[src/hdl/animation_time_controller_assert.svh]
// Assertion macros for animation_time_controller; clock i_clk, reset i_rst_n in scope.
`ifndef ANIMATION_TIME_CONTROLLER_ASSERT_SVH
`define ANIMATION_TIME_CONTROLLER_ASSERT_SVH

// Same-cycle implication.
`define ATC_ASSERT_NOW(label, ante, cons) \
    label: assert property (@(posedge i_clk) disable iff (!i_rst_n) (ante) |-> (cons)) \
        else $error("animation_time_controller check failed");

// Next-cycle implication.
`define ATC_ASSERT_NEXT(label, ante, cons) \
    label: assert property (@(posedge i_clk) disable iff (!i_rst_n) (ante) |=> (cons)) \
        else $error("animation_time_controller check failed");

`endif

[src/hdl/atc_pkg.sv]
`timescale 1ns / 1ps

package atc_pkg;

    localparam int ATC_MAX_MARKERS = 4;
    localparam int MARKER_SLOTS    = 4;
    localparam int MARKER_IDX_W    = $clog2(MARKER_SLOTS);
    localparam int CFG_DATA_W      = 64;

    typedef logic signed [31:0] t_time;
    typedef logic signed [47:0] t_product;
    typedef logic signed [3:0]  t_section;
    typedef logic [1:0]         t_op;
    typedef logic [1:0]         t_mode;
    typedef logic [2:0]         t_cfg_idx;

    localparam t_op OP_TICK        = 2'd0;
    localparam t_op OP_SET_SECTION = 2'd1;
    localparam t_op OP_SET_TIME    = 2'd2;

    localparam t_mode MODE_STOP    = 2'd0;
    localparam t_mode MODE_LOOP    = 2'd1;
    localparam t_mode MODE_REVERSE = 2'd2;
    localparam t_mode MODE_ONCE    = 2'd3;

    localparam t_cfg_idx CFG_PLAY_MODE    = 3'd0;
    localparam t_cfg_idx CFG_CLIP_START   = 3'd1;
    localparam t_cfg_idx CFG_CLIP_STOP    = 3'd2;
    localparam t_cfg_idx CFG_BASE_SCALE   = 3'd3;
    localparam t_cfg_idx CFG_MARKER_COUNT = 3'd4;
    localparam t_cfg_idx CFG_MARKERS_LOW  = 3'd5;
    localparam t_cfg_idx CFG_MARKERS_HIGH = 3'd6;

    localparam t_section SECTION_WHOLE = -4'sd1;
    localparam logic signed [15:0] SCALE_UNITY = 16'sd256;

    typedef struct packed {
        t_mode                      play_mode;
        t_time                      clip_start;
        t_time                      clip_stop;
        logic signed [15:0]         base_scale;
        logic [2:0]                 marker_count;
        logic [MARKER_SLOTS-1:0][31:0] markers;
    } t_cfg;

    typedef struct packed {
        t_op      op;
        t_time    value;
        t_section section;
        t_product product;
    } t_item;

    typedef struct packed {
        t_time    play_time;
        t_section section;
        logic     reversed;
    } t_state;

    function automatic logic signed [41:0] ext42(input logic signed [31:0] v);
        return {{10{v[31]}}, v};
    endfunction

    function automatic t_time sat32(input logic signed [41:0] v);
        if (v[41:31] == {11{v[41]}}) begin
            return v[31:0];
        end
        return v[41] ? {1'b1, 31'd0} : {1'b0, {31{1'b1}}};
    endfunction

endpackage

[src/hdl/atc_if.sv]
`timescale 1ns / 1ps

interface atc_in_if;
    logic                valid;
    logic                ready;
    atc_pkg::t_op        op;
    atc_pkg::t_time      value;
    atc_pkg::t_section   section;

    modport source (output valid, output op, output value, output section, input ready);
    modport sink   (input valid, input op, input value, input section, output ready);
endinterface

interface atc_out_if;
    logic                valid;
    logic                ready;
    atc_pkg::t_time      play_time;
    atc_pkg::t_section   active_section;
    logic                reversed;
    atc_pkg::t_time      bound_start;
    atc_pkg::t_time      bound_stop;

    modport source (output valid, output play_time, output active_section, output reversed,
                    output bound_start, output bound_stop, input ready);
    modport sink   (input valid, input play_time, input active_section, input reversed,
                    input bound_start, input bound_stop, output ready);
endinterface

[src/hdl/atc_front.sv]
`timescale 1ns / 1ps

module atc_front (
    input  logic               i_clk,
    input  logic               i_rst_n,
    atc_in_if.sink             i_in,
    input  logic signed [15:0] i_base_scale,
    input  logic               i_advance,
    output logic               o_valid,
    output atc_pkg::t_item     o_item
);
    import atc_pkg::*;

    logic     r_valid;
    logic     n_valid;
    t_item    r_item;
    logic     ready;
    logic     accept;
    t_product n_product;

    assign ready      = !r_valid || i_advance;
    assign i_in.ready = ready;
    assign accept     = i_in.valid && ready;
    assign n_product  = t_product'(i_base_scale) * t_product'(i_in.value);

    always_comb begin
        n_valid = r_valid;
        if (accept) begin
            n_valid = 1'b1;
        end else if (i_advance) begin
            n_valid = 1'b0;
        end
    end

    always_ff @(posedge i_clk) begin
        if (!i_rst_n) begin
            r_valid <= 1'b0;
        end else begin
            r_valid <= n_valid;
        end
    end

    always_ff @(posedge i_clk) begin
        if (accept) begin
            r_item.op      <= i_in.op;
            r_item.value   <= i_in.value;
            r_item.section <= i_in.section;
            r_item.product <= n_product;
        end
    end

    assign o_valid = r_valid;
    assign o_item  = r_item;

endmodule

[src/hdl/atc_step.sv]
`timescale 1ns / 1ps

module atc_step #(
    parameter int MaxMarkers = atc_pkg::ATC_MAX_MARKERS
) (
    input  atc_pkg::t_item  i_item,
    input  atc_pkg::t_state i_state,
    input  atc_pkg::t_cfg   i_cfg,
    output atc_pkg::t_state o_state,
    output atc_pkg::t_time  o_bound_start,
    output atc_pkg::t_time  o_bound_stop
);
    import atc_pkg::*;

    logic [2:0]          cnt;
    t_section            cnt_s;
    t_section            sec_old;
    t_section            sec_new;
    t_time               lo;
    t_time               hi;
    logic signed [48:0]  prod_ext;
    logic signed [48:0]  scaled;
    logic signed [40:0]  delta_q;
    t_time               t0;
    t_time               t1;
    t_time               t2;
    logic                flip_lo;
    logic                flip_hi;
    t_time               set_t;
    t_time               n_time;
    logic                n_rev;

    function automatic t_section clamp_sec(input t_section req, input t_section n);
        if (req < SECTION_WHOLE || n == 4'sd0) begin
            return SECTION_WHOLE;
        end
        if (req > n) begin
            return n;
        end
        return req;
    endfunction

    function automatic t_time marker_at(input logic [2:0] idx);
        if (int'(idx) >= MaxMarkers) begin
            return '0;
        end
        return i_cfg.markers[idx[MARKER_IDX_W-1:0]];
    endfunction

    assign cnt     = (int'(i_cfg.marker_count) > MaxMarkers) ? 3'(MaxMarkers)
                                                             : i_cfg.marker_count;
    assign cnt_s   = $signed({1'b0, cnt});
    assign sec_old = clamp_sec(i_state.section, cnt_s);
    assign sec_new = (i_item.op == OP_SET_SECTION) ? clamp_sec(i_item.section, cnt_s)
                                                   : sec_old;

    assign lo = (sec_new == SECTION_WHOLE || sec_new == 4'sd0) ? i_cfg.clip_start
                                                               : marker_at(sec_new[2:0] - 3'd1);
    assign hi = (sec_new == SECTION_WHOLE || sec_new == cnt_s) ? i_cfg.clip_stop
                                                               : marker_at(sec_new[2:0]);

    // floor of scale * delta / 256
    assign prod_ext = {i_item.product[47], i_item.product};
    assign scaled   = i_state.reversed ? -prod_ext : prod_ext;
    assign delta_q  = scaled[48:8];
    assign t0       = sat32(ext42(i_state.play_time) + {delta_q[40], delta_q});

    always_comb begin
        t1      = t0;
        flip_lo = 1'b0;
        if (t0 < lo) begin
            case (i_cfg.play_mode)
                MODE_LOOP: t1 = sat32(ext42(hi) - ext42(lo) + ext42(t0));
                MODE_REVERSE: begin
                    t1      = sat32(ext42(lo) + ext42(lo) - ext42(t0));
                    flip_lo = 1'b1;
                end
                default: t1 = lo;
            endcase
        end
    end

    always_comb begin
        t2      = t1;
        flip_hi = 1'b0;
        if (t1 > hi) begin
            case (i_cfg.play_mode)
                MODE_LOOP: t2 = sat32(ext42(lo) + ext42(t1) - ext42(hi));
                MODE_REVERSE: begin
                    t2      = sat32(ext42(hi) + ext42(hi) - ext42(t1));
                    flip_hi = 1'b1;
                end
                default: t2 = hi;
            endcase
        end
    end

    assign set_t = (i_item.value < lo) ? lo : ((i_item.value > hi) ? hi : i_item.value);

    always_comb begin
        n_time = i_state.play_time;
        n_rev  = i_state.reversed;
        case (i_item.op)
            OP_TICK: begin
                if (i_cfg.play_mode != MODE_STOP) begin
                    n_time = t2;
                    n_rev  = i_state.reversed ^ flip_lo ^ flip_hi;
                end
            end
            OP_SET_SECTION: n_time = lo;
            OP_SET_TIME:    n_time = set_t;
            default: ;
        endcase
    end

    assign o_state.play_time = n_time;
    assign o_state.section   = sec_new;
    assign o_state.reversed  = n_rev;
    assign o_bound_start     = lo;
    assign o_bound_stop      = hi;

endmodule

[src/hdl/animation_time_controller.sv]
// Pipeline: the input stage registers an accepted word, the step stage registers its
// result. Throughput: one word per cycle unless o_out.ready stalls; the playback-state
// update loop closes in the single step stage, with the scale multiply done ahead of it
// in the input stage. Reset (i_rst_n low, synchronous): both stages empty, configuration
// at defaults, time 0, section -1 (whole clip), direction forward.
`timescale 1ns / 1ps

module animation_time_controller #(
    parameter int MaxMarkers = atc_pkg::ATC_MAX_MARKERS
) (
    input  logic                              i_clk,
    input  logic                              i_rst_n,
    input  logic                              i_cfg_we,
    input  atc_pkg::t_cfg_idx                 i_cfg_idx,
    input  logic [atc_pkg::CFG_DATA_W-1:0]    i_cfg_data,
    atc_in_if.sink                            i_in,
    atc_out_if.source                         o_out
);
    import atc_pkg::*;

`include "animation_time_controller_assert.svh"

    t_cfg   r_cfg;
    t_state r_state;
    t_state n_state;
    logic   r_out_valid;
    logic   n_out_valid;
    t_time  r_lo;
    t_time  r_hi;
    t_time  n_lo;
    t_time  n_hi;
    logic   s1_valid;
    t_item  s1_item;
    logic   advance;

    always_ff @(posedge i_clk) begin
        if (!i_rst_n) begin
            r_cfg.play_mode    <= MODE_LOOP;
            r_cfg.clip_start   <= '0;
            r_cfg.clip_stop    <= '0;
            r_cfg.base_scale   <= SCALE_UNITY;
            r_cfg.marker_count <= '0;
            r_cfg.markers      <= '0;
        end else if (i_cfg_we) begin
            case (i_cfg_idx)
                CFG_PLAY_MODE:    r_cfg.play_mode    <= i_cfg_data[1:0];
                CFG_CLIP_START:   r_cfg.clip_start   <= i_cfg_data[31:0];
                CFG_CLIP_STOP:    r_cfg.clip_stop    <= i_cfg_data[31:0];
                CFG_BASE_SCALE:   r_cfg.base_scale   <= i_cfg_data[15:0];
                CFG_MARKER_COUNT: r_cfg.marker_count <= i_cfg_data[2:0];
                CFG_MARKERS_LOW: begin
                    r_cfg.markers[0] <= i_cfg_data[31:0];
                    r_cfg.markers[1] <= i_cfg_data[63:32];
                end
                CFG_MARKERS_HIGH: begin
                    r_cfg.markers[2] <= i_cfg_data[31:0];
                    r_cfg.markers[3] <= i_cfg_data[63:32];
                end
                default: ;
            endcase
        end
    end

    assign advance = s1_valid && (!r_out_valid || o_out.ready);

    atc_front u_front (
        .i_clk        (i_clk),
        .i_rst_n      (i_rst_n),
        .i_in         (i_in),
        .i_base_scale (r_cfg.base_scale),
        .i_advance    (advance),
        .o_valid      (s1_valid),
        .o_item       (s1_item)
    );

    atc_step #(
        .MaxMarkers (MaxMarkers)
    ) u_step (
        .i_item        (s1_item),
        .i_state       (r_state),
        .i_cfg         (r_cfg),
        .o_state       (n_state),
        .o_bound_start (n_lo),
        .o_bound_stop  (n_hi)
    );

    always_comb begin
        n_out_valid = r_out_valid;
        if (advance) begin
            n_out_valid = 1'b1;
        end else if (o_out.ready) begin
            n_out_valid = 1'b0;
        end
    end

    always_ff @(posedge i_clk) begin
        if (!i_rst_n) begin
            r_out_valid       <= 1'b0;
            r_state.play_time <= '0;
            r_state.section   <= SECTION_WHOLE;
            r_state.reversed  <= 1'b0;
        end else begin
            r_out_valid <= n_out_valid;
            if (advance) begin
                r_state <= n_state;
            end
        end
    end

    always_ff @(posedge i_clk) begin
        if (advance) begin
            r_lo <= n_lo;
            r_hi <= n_hi;
        end
    end

    assign o_out.valid          = r_out_valid;
    assign o_out.play_time      = r_state.play_time;
    assign o_out.active_section = r_state.section;
    assign o_out.reversed       = r_state.reversed;
    assign o_out.bound_start    = r_lo;
    assign o_out.bound_stop     = r_hi;

    `ATC_ASSERT_NOW(a_section_range, 1'b1, (r_state.section == SECTION_WHOLE) || ((r_state.section >= 4'sd0) && (int'(r_state.section) <= MaxMarkers)))
    `ATC_ASSERT_NEXT(a_stall_holds, r_out_valid && !o_out.ready, r_out_valid && $stable(r_state))
    `ATC_ASSERT_NEXT(a_stop_tick_keeps_time, advance && (s1_item.op == OP_TICK) && (r_cfg.play_mode == MODE_STOP), r_state.play_time == $past(r_state.play_time))

endmodule
[src/flat_wrapper.sv]
// flat-port wrapper written by rule: the top's interface ports become plain ports
module animation_time_controller_flat import atc_pkg::*;
#(
    parameter int MaxMarkers = atc_pkg::ATC_MAX_MARKERS
)
  (i_clk, i_rst_n, i_cfg_we, i_cfg_idx, i_cfg_data, i_in_valid, i_in_op, i_in_value, i_in_section, i_in_ready, o_out_valid, o_out_play_time, o_out_active_section, o_out_reversed, o_out_bound_start, o_out_bound_stop, o_out_ready);
  atc_in_if i_in_i ();
  atc_out_if o_out_i ();
  input  logic i_clk;
  input  logic i_rst_n;
  input  logic i_cfg_we;
  input  atc_pkg::t_cfg_idx i_cfg_idx;
  input  logic [atc_pkg::CFG_DATA_W-1:0] i_cfg_data;
  input wire logic [$bits(i_in_i.valid)-1:0] i_in_valid;
  input wire logic [$bits(i_in_i.op)-1:0] i_in_op;
  input wire logic [$bits(i_in_i.value)-1:0] i_in_value;
  input wire logic [$bits(i_in_i.section)-1:0] i_in_section;
  output wire logic [$bits(i_in_i.ready)-1:0] i_in_ready;
  output wire logic [$bits(o_out_i.valid)-1:0] o_out_valid;
  output wire logic [$bits(o_out_i.play_time)-1:0] o_out_play_time;
  output wire logic [$bits(o_out_i.active_section)-1:0] o_out_active_section;
  output wire logic [$bits(o_out_i.reversed)-1:0] o_out_reversed;
  output wire logic [$bits(o_out_i.bound_start)-1:0] o_out_bound_start;
  output wire logic [$bits(o_out_i.bound_stop)-1:0] o_out_bound_stop;
  input wire logic [$bits(o_out_i.ready)-1:0] o_out_ready;
  assign i_in_i.valid = i_in_valid;
  assign i_in_i.op = i_in_op;
  assign i_in_i.value = i_in_value;
  assign i_in_i.section = i_in_section;
  assign i_in_ready = i_in_i.ready;
  assign o_out_valid = o_out_i.valid;
  assign o_out_play_time = o_out_i.play_time;
  assign o_out_active_section = o_out_i.active_section;
  assign o_out_reversed = o_out_i.reversed;
  assign o_out_bound_start = o_out_i.bound_start;
  assign o_out_bound_stop = o_out_i.bound_stop;
  assign o_out_i.ready = o_out_ready;
  animation_time_controller #(.MaxMarkers(MaxMarkers)) u_core (.i_clk(i_clk), .i_rst_n(i_rst_n), .i_cfg_we(i_cfg_we), .i_cfg_idx(i_cfg_idx), .i_cfg_data(i_cfg_data), .i_in(i_in_i), .o_out(o_out_i));
endmodule
[config.mk]
export PLATFORM = sky130hd
export DESIGN_NAME = animation_time_controller_flat
export DESIGN_NICKNAME = d
export VERILOG_FILES = /design/src/hdl/atc_pkg.sv /design/src/hdl/atc_if.sv /design/src/hdl/atc_front.sv /design/src/hdl/atc_step.sv /design/src/hdl/animation_time_controller.sv /design/src/flat_wrapper.sv
export VERILOG_INCLUDE_DIRS = /design/src /design/src/hdl
export SDC_FILE = /design/constraint.sdc
export NUM_CORES = 2
export LEC_CHECK = 0
export BUFFER_PORTS_ARGS = -buffer_cell sky130_fd_sc_hd__buf_2
export CORE_UTILIZATION = 45
export CTS_CLUSTER_SIZE = 10
export DETAILED_ROUTE_END_ITERATION = 10
export GPL_TIMING_DRIVEN = 0
export PLACE_DENSITY = 0.67
export REMOVE_ABC_BUFFERS = 1
export SLEW_MARGIN = 0
export SYNTH_ARGS = -nofsm -noshare
export SYNTH_HDL_FRONTEND = slang
export SYNTH_SLANG_ARGS = --single-unit
[constraint.sdc]
create_clock -name i_clk -period 24.6 [get_ports i_clk]
set_clock_uncertainty 0.15 [all_clocks]
set_input_delay 1.23 -clock i_clk [delete_from_list [all_inputs] [get_ports i_clk]]
set_output_delay 1.23 -clock i_clk [all_outputs]
set_load 0.05 [all_outputs]
==> impl_metrics.toml <==
[status]
run_status = "finished clean"

[global_routing]
antenna_found_initial = 16
grt_pass1_vias = 43210
grtUsageTotal_pct = 29.51
grt_pass1_wl_um = 262200
gr-total-overflow = 0
grt_max_degree = 107

[synthesis]
async_flop_share_pct = 0
avgSynthCellArea_um2 = 8.628
synth_edf_count = 150
syn_area_um2 = 51360
synth_flop_cell = "dfxtp_1"
synth_top_cell_area_share_pct = 21.55
synth.area.top_cells = "fa_1 (22%), ha_1 (10%), dfxtp_1 (9.8%)"
yosys_warnings = 0
ys_seq_area_share_pct = 18.59
netlist_instances = 5953
synth_seq_cells = 402
synth_top_cell_by_area = "fa_1"
ys_types = 90

[floorplan]
ioPinCount = 213
die_y_um = 339.8
die_area_um2 = 115500
core_area_um2 = 112800
fp.dieW_um = 339.8
start_util_pct = 45.53
rows = 123

[hold_path]
hold_start = "u_core.r_cfg[163]$_SDFFE_PN0P_"
hold_path_class = "reg2reg"

[worst_setup_path]
crit_top_cell = "or4_4"
startpoint_type = "flop"
cp.arrival_ns = 23.79
worstPathMaxFanout = 30
crit_path_start = "u_core.u_front.o_item[6]$_DFFE_PP_"
worst-setup-path-type = "reg2reg"
r2r_start = "u_core.u_front.o_item[6]$_DFFE_PP_"
crit_required_ns = 25.02
slowest_stage = "a21boi_1"
worstSetupEndpointType = "flop"
critPathMaxStageDelay_ns = 0.67

[flow_run]
cap_violations = 0

[layout]
final_layout_size_suffix_gt1_share_pct = 8.387
area_growth_pct = 8.908
layout.nets = 7082
nFillCells = 10670
final_cell_area_um2 = 55940

[place]
place_area_um2 = 54300
io_buffers = 212
hpwl_um = 136900
globalplace.congestion = 1.005

[clocking]
h-tree-depth = 2
cts_inserted_buffers = 50
clk_pin_slew_ns = 0.06
clkLatencyLatePin_ns = 0.64
clock_path_buffers = 3
hold_buffers = 0
clock_sinks = 402
cts_root_buf = "clkbuf_16"
post-cts-setup-buffers = 0
cts_tree = "built"

[timing]
setup_viol = 0
max_freq_mhz = 42.79
rsz0062_at_grt = "no"
post-route-min-period_ns = 23.37
finalMaxSlewViolations = 0
period_share_pct = 95.00
hold_viol = 0
tightest_slew_ns = 1.441
relSlewSlack_pct = 3.954

[pwr]
irDropWorstVdd_mv = 0.2601
total_power_uw = 7621
powerDensity_nw_per_um2 = 136.2
p_leak_uw = 0.02334

[drt]
wirelength_um = 171700
wl_per_cell_um = 22.82
drc = 0
ant_nets = 0
drt_iter0_drc = 3991
dr_total_vias = 44270
viasPerCell = 5.883
firstDrtPassIters = 6
## placed cells by master (no fill, tap or decap), types with 14 or more instances in the layout
master     count
fa_1         553
a21boi_0     164
nor2_1       181
buf_4         16
buf_2        211
nor3_1        47
o21ai_1       24
edfxtp_1     150
ha_1         426
a311oi_1      29
a211oi_1      28
a221oi_1      35
nand2b_1      77
nand4_1       46
nand2_1      910
o211ai_1      38
xnor2_1      189
o21ai_0      303
a22oi_1       36
and2_1       176
o21bai_1      44
nor2b_1       66
dfxtp_1      239
clkbuf_1      16
or2_2         18
o31ai_1       29
mux4_2        64
inv_1        767
a31o_2        14
nor4_1        15
a21oi_1      354
a21o_1       131
a31oi_1       40
o21a_1        48
clkbuf_16     51
nand3_1       86
and3_1        15
mux2i_1       47
xor2_1        52
## critical path: cells and delay by family (launching register included)
| kind | cells | cell delay [ns] |
|---|---|---|
| adder cells (fa/ha/maj) | 5 | 2.35 |
| AND/OR/NAND/NOR | 24 | 8.35 |
| flip-flops | 1 | 0.35 |
| XOR/XNOR | 1 | 0.30 |
| buffers and inverters | 5 | 0.86 |
| AO/OA/AOI/OAI | 35 | 10.49 |
| multiplexers | 1 | 0.41 |
## flip-flops by register name, indices dropped and copies added (netlist names), 4 cells and up
register / cells
u_core.o_out.bound_start: 32
u_core.o_out.active_section: 4
u_core.o_out.play_time: 32
u_core.u_front.o_item: 86
u_core.r_cfg: 213
u_core.o_out.bound_stop: 32
## worst paths after layout
check / to / cells past startpoint / slack (ns)
worst max register to register: u_core.o_out.play_time[5]$_SDFFE_PN0P_ / 71 / 1.23
worst min-delay path: u_core.r_cfg[163]$_SDFFE_PN0P_ / 2 / 0.30
worst min register to register: u_core.r_cfg[163]$_SDFFE_PN0P_ / 2 / 0.30
worst max-delay path: u_core.o_out.play_time[5]$_SDFFE_PN0P_ / 71 / 1.23
## logic make-up after synthesis
kind of cell / Yosys count / synth area share (%)
xor gates and xnor gates: 241 / 4.110
DFF: 402 / 18.59
muxes: 120 / 3.920
adders and majority gates: 984 / 32.05
AOI/OAI and AO/OA: 1443 / 18.26
buffers and inverters: 1054 / 7.720
and+or+nand+nor: 1709 / 15.35
## final cells by class
cell class	count	area (um2)	share of cell area, %
multi-input combinational	4497	38050	68.02
sequential	402	9565	17.10
inverter	771	2897	5.178
timing repair buffer	267	1938	3.465
tap	1500	1877	3.355
clock buffer	67	1336	2.389
clock inverter	17	267.8	0.4787
antenna	4	10.01	0.01789
## metrics by stage
step / setup TNS [ns] / worst slack, ns / hold WS [ns] / util (%) / cells
6_report: 0 / 1.230 / 0.2995 / 49.59 / 7525
4_1_cts: 0 / 0.4319 / 0.3013 / 49.55 / 7521
2_1_floorplan: 0 / 0.9653 / 0.2818 / - / 5670
3_5_place_dp: 0 / 0.4972 / 0.2935 / 48.13 / 7437
3_3_place_gp: -374.42 / -12.26 / 0.2891 / 47.19 / 7382
5_1_grt: 0 / 0.004080 / 0.3186 / 49.59 / 7524
## cell usage after synthesis (64+ instances only)
master and instances:
edfxtp_1 150, ha_1 430, fa_1 553, dfxtp_1 252
nand2b_1 77, o21ai_0 323, inv_1 769, mux4_2 64
and2_1 177, a21boi_0 166, nand3_1 87, nand2_1 914
a21oi_1 355, nor2_1 185, clkbuf_1 254, a21o_1 131
nor2b_1 67, xnor2_1 189
## layer usage
layer	GRT usage, %	vias to the layer above	share of wire [%]
li1	-	20230	-
met1	39.27	21880	41
met2	47.29	1777	46
met3	5.083	387	8.6
met4	12.59	8	4.8
met5	0	-	0.030
## power breakdown
group / switching, uW / internal, uW
sequential: 79.8 / 751
clock: 308 / 433
combinational: 3710 / 2340
total: 4100 / 3520
## repair_timing
action	CTS	global route
setup endpoints to repair	0	31
hold endpoints to repair	0	0
resized for setup	0	8
Note: power is estimated with default switching activity, not from simulation.
